### src/hdl/nsbe_pkg.sv
package nsbe_pkg;

    localparam int WORD_W  = 32;
    localparam int NWORDS  = 4;
    localparam int CFG_W   = 64;
    localparam int IDX_W   = 3;
    localparam int ROUND_W = 8;

    localparam logic [ROUND_W-1:0] ROUNDS_RESET = 8'd8;

    localparam logic [WORD_W-1:0] NIB_LO1 = 32'h7777_7777;
    localparam logic [WORD_W-1:0] NIB_HI1 = 32'h8888_8888;
    localparam logic [WORD_W-1:0] NIB_LO2 = 32'h3333_3333;
    localparam logic [WORD_W-1:0] NIB_HI2 = 32'hCCCC_CCCC;

    localparam logic [IDX_W-1:0] REG_KEY_LOW    = 3'd0;
    localparam logic [IDX_W-1:0] REG_KEY_HIGH   = 3'd1;
    localparam logic [IDX_W-1:0] REG_CONST_LOW  = 3'd2;
    localparam logic [IDX_W-1:0] REG_CONST_HIGH = 3'd3;
    localparam logic [IDX_W-1:0] REG_ROUNDS     = 3'd4;

    typedef logic [NWORDS-1:0][WORD_W-1:0] blk_t;

    typedef struct packed {
        logic [31:0] in_word3;
        logic [31:0] in_word2;
        logic [31:0] in_word1;
        logic [31:0] in_word0;
    } in_item_t;

    typedef struct packed {
        logic [31:0] out_word3;
        logic [31:0] out_word2;
        logic [31:0] out_word1;
        logic [31:0] out_word0;
    } out_item_t;

    typedef struct packed {
        blk_t               round_key;
        logic [ROUND_W-1:0] rounds;
    } cfg_t;

    typedef enum logic {
        ST_IDLE,
        ST_RUN
    } state_t;

    function automatic logic [3:0] sbox(input logic [3:0] x);
        logic [3:0] r;
        case (x)
            4'h0: r = 4'd8;
            4'h1: r = 4'd2;
            4'h2: r = 4'd4;
            4'h3: r = 4'd0;
            4'h4: r = 4'd15;
            4'h5: r = 4'd5;
            4'h6: r = 4'd7;
            4'h7: r = 4'd12;
            4'h8: r = 4'd10;
            4'h9: r = 4'd6;
            4'hA: r = 4'd11;
            4'hB: r = 4'd3;
            4'hC: r = 4'd14;
            4'hD: r = 4'd13;
            4'hE: r = 4'd9;
            4'hF: r = 4'd1;
            default: r = 4'd0;
        endcase
        return r;
    endfunction

endpackage

### src/hdl/nsbe_cfg.sv
module nsbe_cfg (
    input  logic                        clk,
    input  logic                        rst_n,
    input  logic                        cfg_we,
    input  logic [nsbe_pkg::IDX_W-1:0]  cfg_index,
    input  logic [nsbe_pkg::CFG_W-1:0]  cfg_wdata,
    output nsbe_pkg::cfg_t              cfg
);

    logic [nsbe_pkg::CFG_W-1:0]   key_low_reg, key_high_reg;
    logic [nsbe_pkg::CFG_W-1:0]   const_low_reg, const_high_reg;
    logic [nsbe_pkg::ROUND_W-1:0] rounds_reg;

    always_ff @(posedge clk or negedge rst_n)
    begin
        if (!rst_n)
        begin
            key_low_reg    <= '0;
            key_high_reg   <= '0;
            const_low_reg  <= '0;
            const_high_reg <= '0;
            rounds_reg     <= nsbe_pkg::ROUNDS_RESET;
        end
        else if (cfg_we)
        begin
            case (cfg_index)
                nsbe_pkg::REG_KEY_LOW:    key_low_reg    <= cfg_wdata;
                nsbe_pkg::REG_KEY_HIGH:   key_high_reg   <= cfg_wdata;
                nsbe_pkg::REG_CONST_LOW:  const_low_reg  <= cfg_wdata;
                nsbe_pkg::REG_CONST_HIGH: const_high_reg <= cfg_wdata;
                nsbe_pkg::REG_ROUNDS:     rounds_reg     <= cfg_wdata[nsbe_pkg::ROUND_W-1:0];
                default: ;
            endcase
        end
    end

    // constant and key fold into one round key
    assign cfg.round_key = {key_high_reg ^ const_high_reg, key_low_reg ^ const_low_reg};
    assign cfg.rounds    = rounds_reg;

endmodule

### src/hdl/nsbe_round.sv
module nsbe_round (
    input  nsbe_pkg::blk_t state_in,
    input  nsbe_pkg::blk_t round_key,
    output nsbe_pkg::blk_t state_out
);

    nsbe_pkg::blk_t sub, rot, r1, r2;

    always_comb
    begin
        for (int i = 0; i < nsbe_pkg::NWORDS; i++)
        begin
            for (int k = 0; k < 8; k++)
            begin
                sub[i][4*k +: 4] = nsbe_pkg::sbox(state_in[i][4*k +: 4]);
            end
        end
        rot[0] = sub[0];
        rot[1] = {sub[1][27:0], sub[1][31:28]};
        rot[2] = {sub[2][23:0], sub[2][31:24]};
        rot[3] = {sub[3][19:0], sub[3][31:20]};
        for (int i = 0; i < nsbe_pkg::NWORDS; i++)
        begin
            r1[i] = ((rot[i] & nsbe_pkg::NIB_LO1) << 1) | ((rot[i] & nsbe_pkg::NIB_HI1) >> 3);
            r2[i] = ((rot[i] & nsbe_pkg::NIB_LO2) << 2) | ((rot[i] & nsbe_pkg::NIB_HI2) >> 2);
        end
        for (int i = 0; i < nsbe_pkg::NWORDS; i++)
        begin
            state_out[i] = rot[2'(i + 1)] ^ r1[2'(i + 2)] ^ r2[2'(i + 3)] ^ round_key[i];
        end
    end

endmodule

### src/hdl/nibble_spn_block_encrypt.sv
// channel | direction | handshake               | payload
// in      | in        | in_valid / in_ready     | in_data   (in_item_t)
// out     | out       | out_valid / out_ready   | out_data  (out_item_t)
// cfg     | in        | cfg_we                  | cfg_index, cfg_wdata
//
// After an item is accepted it takes round_count passes of the shared round
// unit, one per cycle, then a transfer into the output register once it is free.
// in_ready is low from acceptance until the transfer and rises the cycle after,
// so no new item is taken until the last one has moved to the output register;
// the output register lets the next item start while a result waits.
// A stalled output holds the finished block in the working register.
// Asynchronous active-low reset clears control and configuration.
module nibble_spn_block_encrypt (
    input  logic                        clk,
    input  logic                        rst_n,
    input  logic                        in_valid,
    output logic                        in_ready,
    input  nsbe_pkg::in_item_t          in_data,
    output logic                        out_valid,
    input  logic                        out_ready,
    output nsbe_pkg::out_item_t         out_data,
    input  logic                        cfg_we,
    input  logic [nsbe_pkg::IDX_W-1:0]  cfg_index,
    input  logic [nsbe_pkg::CFG_W-1:0]  cfg_wdata
);

    nsbe_pkg::cfg_t   cfg;
    nsbe_pkg::state_t state_reg, state_next;
    nsbe_pkg::blk_t   blk_reg, blk_next, blk_round;
    nsbe_pkg::blk_t   out_reg, out_next;
    logic [nsbe_pkg::ROUND_W-1:0] cnt_reg, cnt_next;
    logic out_valid_reg, out_valid_next;
    logic accept, out_free, transfer;

    nsbe_cfg u_cfg (
        .clk       (clk),
        .rst_n     (rst_n),
        .cfg_we    (cfg_we),
        .cfg_index (cfg_index),
        .cfg_wdata (cfg_wdata),
        .cfg       (cfg)
    );

    nsbe_round u_round (
        .state_in  (blk_reg),
        .round_key (cfg.round_key),
        .state_out (blk_round)
    );

    assign in_ready = (state_reg == nsbe_pkg::ST_IDLE);
    assign accept   = in_valid && in_ready;
    assign out_free = !out_valid_reg || out_ready;

    always_comb
    begin
        state_next     = state_reg;
        blk_next       = blk_reg;
        cnt_next       = cnt_reg;
        out_next       = out_reg;
        transfer       = 1'b0;
        out_valid_next = out_valid_reg && !out_ready;
        case (state_reg)
            nsbe_pkg::ST_IDLE:
            begin
                if (accept)
                begin
                    blk_next   = nsbe_pkg::blk_t'(in_data);
                    cnt_next   = cfg.rounds;
                    state_next = nsbe_pkg::ST_RUN;
                end
            end
            nsbe_pkg::ST_RUN:
            begin
                if (cnt_reg != '0)
                begin
                    blk_next = blk_round;
                    cnt_next = cnt_reg - 1'b1;
                end
                else if (out_free)
                begin
                    transfer       = 1'b1;
                    out_next       = blk_reg;
                    out_valid_next = 1'b1;
                    state_next     = nsbe_pkg::ST_IDLE;
                end
            end
            default: state_next = nsbe_pkg::ST_IDLE;
        endcase
    end

    always_ff @(posedge clk or negedge rst_n)
    begin
        if (!rst_n)
        begin
            state_reg     <= nsbe_pkg::ST_IDLE;
            cnt_reg       <= '0;
            out_valid_reg <= 1'b0;
        end
        else
        begin
            state_reg     <= state_next;
            cnt_reg       <= cnt_next;
            out_valid_reg <= out_valid_next;
        end
    end

    always_ff @(posedge clk)
    begin
        blk_reg <= blk_next;
        if (transfer)
        begin
            out_reg <= out_next;
        end
    end

    assign out_valid = out_valid_reg;
    assign out_data  = nsbe_pkg::out_item_t'(out_reg);

endmodule

### config.mk
export PLATFORM = sky130hd
export DESIGN_NAME = nibble_spn_block_encrypt
export DESIGN_NICKNAME = d
export VERILOG_FILES = /design/src/hdl/nsbe_pkg.sv /design/src/hdl/nsbe_cfg.sv /design/src/hdl/nsbe_round.sv /design/src/hdl/nibble_spn_block_encrypt.sv
export SDC_FILE = /design/constraint.sdc
export NUM_CORES = 1
export LEC_CHECK = 0
export BUFFER_PORTS_ARGS = -buffer_cell sky130_fd_sc_hd__buf_2
export CAP_MARGIN = 30
export CELL_PAD_IN_SITES_DETAIL_PLACEMENT = 0
export CELL_PAD_IN_SITES_GLOBAL_PLACEMENT = 1
export CORE_ASPECT_RATIO = 1.75
export CORE_MARGIN = 1
export CORE_UTILIZATION = 43
export DETAILED_ROUTE_END_ITERATION = 7
export PLACE_DENSITY = 0.83
export SLEW_MARGIN = 15
export SYNTH_ARGS = -nofsm -noshare
export SYNTH_HDL_FRONTEND = slang
export SYNTH_SLANG_ARGS = --single-unit
### constraint.sdc
create_clock -name clk -period 8.02 [get_ports clk]
set_clock_uncertainty 0.1 [all_clocks]
set_input_delay 0.802 -clock clk [delete_from_list [all_inputs] [get_ports clk]]
set_output_delay 0.802 -clock clk [all_outputs]
set_load 0.02 [all_outputs]
==> metrics.yaml, run 1 <==
status: "completed"
cts_hold_buf: 0
critPathMaxFanout: 67
post_cts_resized: 0
yosys_warnings: 0
nets: 840
post-route-min-period_ns: 3.22
setup_viol: 0
clkTransAtPathRegs_ns: 0.07
instances_no_fill: 908
synthDistinctLibCells: 29
post_cts_buffers: 0
cts_inserted_buffers: 23
wl_per_cell_um: 18.6
path_cells: "inv_1 > ha_1 > and4bb_2 > and3_4 > buf_4"
fin_crit_sh: 0.402
core-area_um2: 19700
fp-row-count: 68
via_per_inst: 4.73
crit_type: "register to register"
setup_tns_ns: 0
initial_core_util: 0.438
cp.required_ns: 8.05
finalHoldViolCount: 0
whs_ns: 0.133
ys_seq_elements: 274
start_kind: "register"
synth_xor_area_frac: 0.00305
cts_sinks: 274
synthAdderAreaFrac: 0.00291
max_freq_mhz: 310
wl_met2_um: 8540
overflow: 0
h-tree-depth: 1
report.final.slew_viol_count: 0
die_w_um: 109
routabilityCongestion: 0.825
power.total_mw: 3.00
cts_tree: "built"
worstPathArrival_ns: 3.25
highest_layer: "met5"
end_kind: "register"
grt_pass1_vias: 4451
port_buffers: 273
route.antenna.remaining_nets: 0
synth.avg_cell_area_um2: 25.4
drc: 0
p_leak_nw: 4.36
ys_seq_area_frac: 0.946
die_area_um2: 20600
grt_max_degree: 80
powerDensity_nw_per_um2: 270
final_layout_size_suffix_gt1_frac: 0.500
mappedNetlistArea_um2: 8600
synth-simple-area-share: 0.0199
die_y_um: 189
cts_root_buf: "clkbuf_16"
synth-compound-area-share: 0.0127
synthCells: 338
path_buf_inv: 2
wirelength_um: 16900
synthesis.nets: 540
antenna_found_initial: 14
dp.cells: 857
io_pins: 330
hpwl_um: 11800
ir_drop_mv: 0.264
met3WireLength_um: 1580
slew_headroom: 0.381
synth_top_family_by_area: "simple AND/OR/NAND/NOR gates"
cap_violations: 0
synthMuxAreaShare: 0.0129
areaGrowthSynthToFinish_pct: 28.9
crit_path_top_delay_cell: "buf_4"
drt_iter0_markers: 178
rsz0062_at_grt: "false"
cpPeakStageDelay_ns: 0.78
path_delay_family: "simple AND/OR/NAND/NOR gates"
grt_pass1_wl_um: 24500
grt_usage: 0.162
first_pass_iters: 4
insertion_delay_ns: 0.49
cts_buffer_depth: 3
wl_met1_um: 6060
hold_path_class: "input pin to asynchronous set/reset pin"
tightest_slew_ns: 0.929
via_count: 4294
[worst paths after layout]
kind	start	end	slack, ns	depth (start not counted)
max in group asynchronous	rst_n	u_cfg.rounds_reg[3]	7.37	1
min in group clk	blk_reg[14]	out_data[14]	0.32	0
hold reg to reg	blk_reg[14]	out_data[14]	0.32	0
setup / recovery	cnt_reg[0]	out_data[40]	4.80	5
hold / removal	rst_n	u_cfg.rounds_reg[5]	0.13	1
setup reg to reg	cnt_reg[0]	out_data[40]	4.80	5
[power by group]
| group | leakage (nW) | internal (mW) | switching [mW] |
|---|---|---|---|
| registers | 2.71 | 1.67 | 0.0582 |
| logic | 1.28 | 0.0826 | 0.0882 |
| clock network | 0.362 | 0.629 | 0.469 |
| total | 4.36 | 2.38 | 0.616 |
[metrics by stage]
stage               setup WS [ns]  instance area [um2]  utilization
finish                       4.80                11100        0.564
global route                 4.62                11100        0.564
CTS                          4.82                11000        0.562
detailed placement           4.84                10300        0.524
global placement             4.96                10300        0.524
floorplan                    3.50                 8600            -
[synth_stat cells]
master	n	share of area
nor4b_4	1	0.0028
nor4_4	1	0.0025
or4_1	1	0.00087
o221a_2	1	0.0013
dfstp_2	1	0.0031
nor3_2	1	0.0012
inv_1	3	0.0013
nand2b_1	3	0.0022
clkbuf_1	1	0.00044
mux2_2	9	0.012
a2bb2oi_1	1	0.0010
ha_1	2	0.0029
edfxtp_1	256	0.89
nor2_1	6	0.0026
mux2i_1	1	0.0012
and3_1	1	0.00073
o21ai_0	3	0.0017
buf_2	1	0.00058
nand3_1	2	0.0012
nand2_1	7	0.0031
nor3b_1	1	0.00087
dfrtp_1	17	0.049
a21oi_1	9	0.0052
xnor2_1	3	0.0031
nor3_1	1	0.00058
a21boi_1	1	0.00087
o22ai_1	2	0.0015
and4bb_2	1	0.0015
a21oi_2	1	0.0010
[placed cells by master (no fill, tap or decap), types with 4 or more instances in the layout]
master	Yosys	final
clkbuf_16	0	23
diode_2	0	9
nor2_1	6	6
clkbuf_1	1	5
nand2_1	7	7
mux2_2	9	9
clkinv_2	0	4
a21oi_1	9	9
dfrtp_1	17	17
edfxtp_1	256	256
buf_2	1	273
[layout make-up]
cell class,count,area [um2]
fillers,1527,8570
flip-flops and latches,274,8140
repair buffers,277,1410
clock buffers,28,594
multi-input cells,59,455
well taps,245,307
clock inverters,13,149
diodes,9,22.5
inverters,3,11.3
[logic make-up (layout without fill, tap and decap cells)]
| family | after synthesis | in the layout |
|---|---|---|
| xor gates and xnor gates | 3 | 3 |
| muxes | 10 | 10 |
| buffers and inverters | 5 | 321 |
| adders and majority gates | 2 | 2 |
| DFF | 274 | 274 |
| AOI/OAI and AO/OA | 18 | 18 |
| and+or+nand+nor | 26 | 26 |
| other | 0 | 9 |
[routing by layer]
layer | up-vias | GRT usage
met5 | - | 0
met4 | 10 | 0.0826
met3 | 49 | 0.0578
met2 | 192 | 0.260
met1 | 2090 | 0.188
li1 | 1953 | -
(Power assumes the default switching activity.)
==> inputs of run 2 (changes only) <==
--- a/config.mk
+++ b/config.mk
@@ -11,9 +11,9 @@
 export CELL_PAD_IN_SITES_GLOBAL_PLACEMENT = 1
 export CORE_ASPECT_RATIO = 1.75
 export CORE_MARGIN = 1
-export CORE_UTILIZATION = 43
+export CORE_UTILIZATION = 40
 export DETAILED_ROUTE_END_ITERATION = 7
-export PLACE_DENSITY = 0.83
+export PLACE_DENSITY = 0.78
 export SLEW_MARGIN = 15
 export SYNTH_ARGS = -nofsm -noshare
 export SYNTH_HDL_FRONTEND = slang
==> constraint.sdc (replaced) <==
create_clock -name clk -period 3.1 [get_ports clk]
set_clock_uncertainty 0.1 [all_clocks]
set_input_delay 0.31 -clock clk [delete_from_list [all_inputs] [get_ports clk]]
set_output_delay 0.31 -clock clk [all_outputs]
set_load 0.02 [all_outputs]
==> metrics.yaml, run 2 (same netlist as run 1, synthesis figures left out) <==
wl_met2_um: 9910  # +16%
setup_slack_ns: 0.704  # -4.09 ns
finalHoldViolCount: 0  # unchanged
nets: 982  # +17%
grt_max_degree: 56  # -30%
layout_common_cells: "273 x buf_2, 256 x edfxtp_1, 138 x dlygate4sd3_1, 25 x clkbuf_16, 17 x dfrtp_1"
cts_inserted_buffers: 25  # +8.7%
power.total_mw: 8.30  # +180%
ir_drop_mv: 0.509  # +93%
status: "completed"
post_cts_resized: 0  # unchanged
rsz0062_at_grt: "false"
via_count: 4868  # +13%
p_leak_nw: 5.02  # +15%
cts_sinks: 274  # unchanged
seq_area_um2: 8140  # unchanged
clkTransAtPathRegs_ns: 0.07  # about the same
route.antenna.remaining_nets: 0  # unchanged
whs_ns: 0.0560  # -0.0767 ns
die_area_um2: 22100  # +7.4%
h-tree-depth: 1  # unchanged
grt_pass1_wl_um: 28900  # +18%
hold_path_class: "input pin to register"
crit_type: "register to register"
final_layout_size_suffix_gt1_frac: 0.420  # -0.0802
cts_buffer_depth: 3  # unchanged
tightest_slew_ns: 0.636  # -0.293 ns
post_cts_buffers: 0  # unchanged
drc: 0  # unchanged
via_per_inst: 4.63  # -2.1%
setup_viol: 0  # unchanged
post-route-min-period_ns: 2.40  # -0.826 ns
hpwl_um: 12500  # +5.7%
drt_iter0_markers: 202  # +13%
areaGrowthSynthToFinish_pct: 47.0
grt_pass1_vias: 5394  # +21%
slew_headroom: 0.574  # +0.193
core-area_um2: 21000  # +7.0%
wl_per_cell_um: 18.1  # -2.6%
cts_tree: "built"
met3WireLength_um: 1180  # -25%
highest_layer: "met4"
grt_usage: 0.172  # +0.0108
place_ws_ns: 0.723  # -4.12 ns
overflow: 0  # unchanged
cts_root_buf: "clkbuf_16"
worstPathArrival_ns: 2.48  # -0.77 ns
antenna_found_initial: 0  # -14
end_kind: "register"
fin_crit_sh: 0.773  # +0.371
cp.required_ns: 3.18  # -4.87 ns
critPathMaxFanout: 55  # -18%
routabilityCongestion: 0.812  # -1.7%
start_kind: "register"
wl_met1_um: 7190  # +19%
io_pins: 330  # unchanged
nFillCells: 1519  # -0.52%
fp-row-count: 70  # +2.9%
die_w_um: 113  # +3.6%
final_common_cell: "buf_2"
setup_tns_ns: 0  # unchanged
insertion_delay_ns: 0.50  # about the same
max_freq_mhz: 417  # +34%
multi_input_area_um2: 455  # unchanged
powerDensity_nw_per_um2: 656  # +140%
report.final.slew_viol_count: 0  # unchanged
wirelength_um: 19100  # +13%
die_y_um: 196  # +3.6%
port_buffers: 273  # unchanged
cap_violations: 0  # unchanged
first_pass_iters: 4  # unchanged
initial_core_util: 0.409  # -0.0284
-- run 2: cell types whose count changed in the layout (fill, tap and decap cells not counted), sizes merged, moves of 2 or more --
cell | before | now
dlygate4sd3 | 0 | 138
inv | 4 | 6
diode | 9 | 1
buf | 277 | 279
bufinv | 3 | 5
-- run 2: through the flow --
| step | utilization | area (um2) | cells |
|---|---|---|---|
| 6_report | 0.602 | 12600 | 1051 |
| 4_1_cts | 0.601 | 12600 | 1050 |
| 2_1_floorplan | - | 8610 | 338 |
| 5_1_grt | 0.601 | 12600 | 1050 |
| 3_5_place_dp | 0.495 | 10400 | 867 |
| 3_3_place_gp | 0.495 | 10400 | 867 |
-- run 2: final cells by class --
cell class                      instances  area share
Tap cell                              252      0.0249
Inverter                                3    0.000890
Clock inverter                         16      0.0179
Multi-Input combinational cell         59      0.0360
Timing Repair Buffer                  417       0.226
Antenna cell                            1    0.000198
Clock buffer                           29      0.0507
Sequential cell                       274       0.644
-- run 2: path summary, 6_finish.rpt --
kind	slack [ns]	cells after the start	end	startpoint
worst min-delay path	0.06	3	state_reg	in_valid
worst max-delay path	0.70	5	out_data[7]	cnt_reg[0]
worst max register to register	0.70	5	out_data[7]	cnt_reg[0]
worst min register to register	0.32	0	out_data[45]	blk_reg[45]
min in group asynchronous	0.16	2	u_cfg.rounds_reg[5]	rst_n
max in group asynchronous	2.43	2	u_cfg.rounds_reg[3]	rst_n
-- run 2: critical path, cell delays in order (launching register included) --
cell and delay, ns:
dfrtp_1 0.45, inv_1 0.14, ha_1 0.17, and4bb_2 0.29
and3_4 0.56, buf_12 0.35
-- run 2: power breakdown --
group	switching [mW]	internal, mW	total (mW)	leakage, nW
sequential	0.155	4.32	4.47	2.71
combinational	0.262	0.334	0.596	1.88
clock	1.31	1.92	3.23	0.422
-- run 2: routing by layer --
layer	vias up	global-route usage
met5	-	0
met4	0	0.0833
met3	56	0.0355
met2	223	0.309
met1	2360	0.194
li1	2229	-
-- run 2: repair_timing --
action                                  in CTS  in global routing
endpoints found under the setup margin       0                  0
hold endpoints to repair                   155                  0
hold buffers                               138                  0
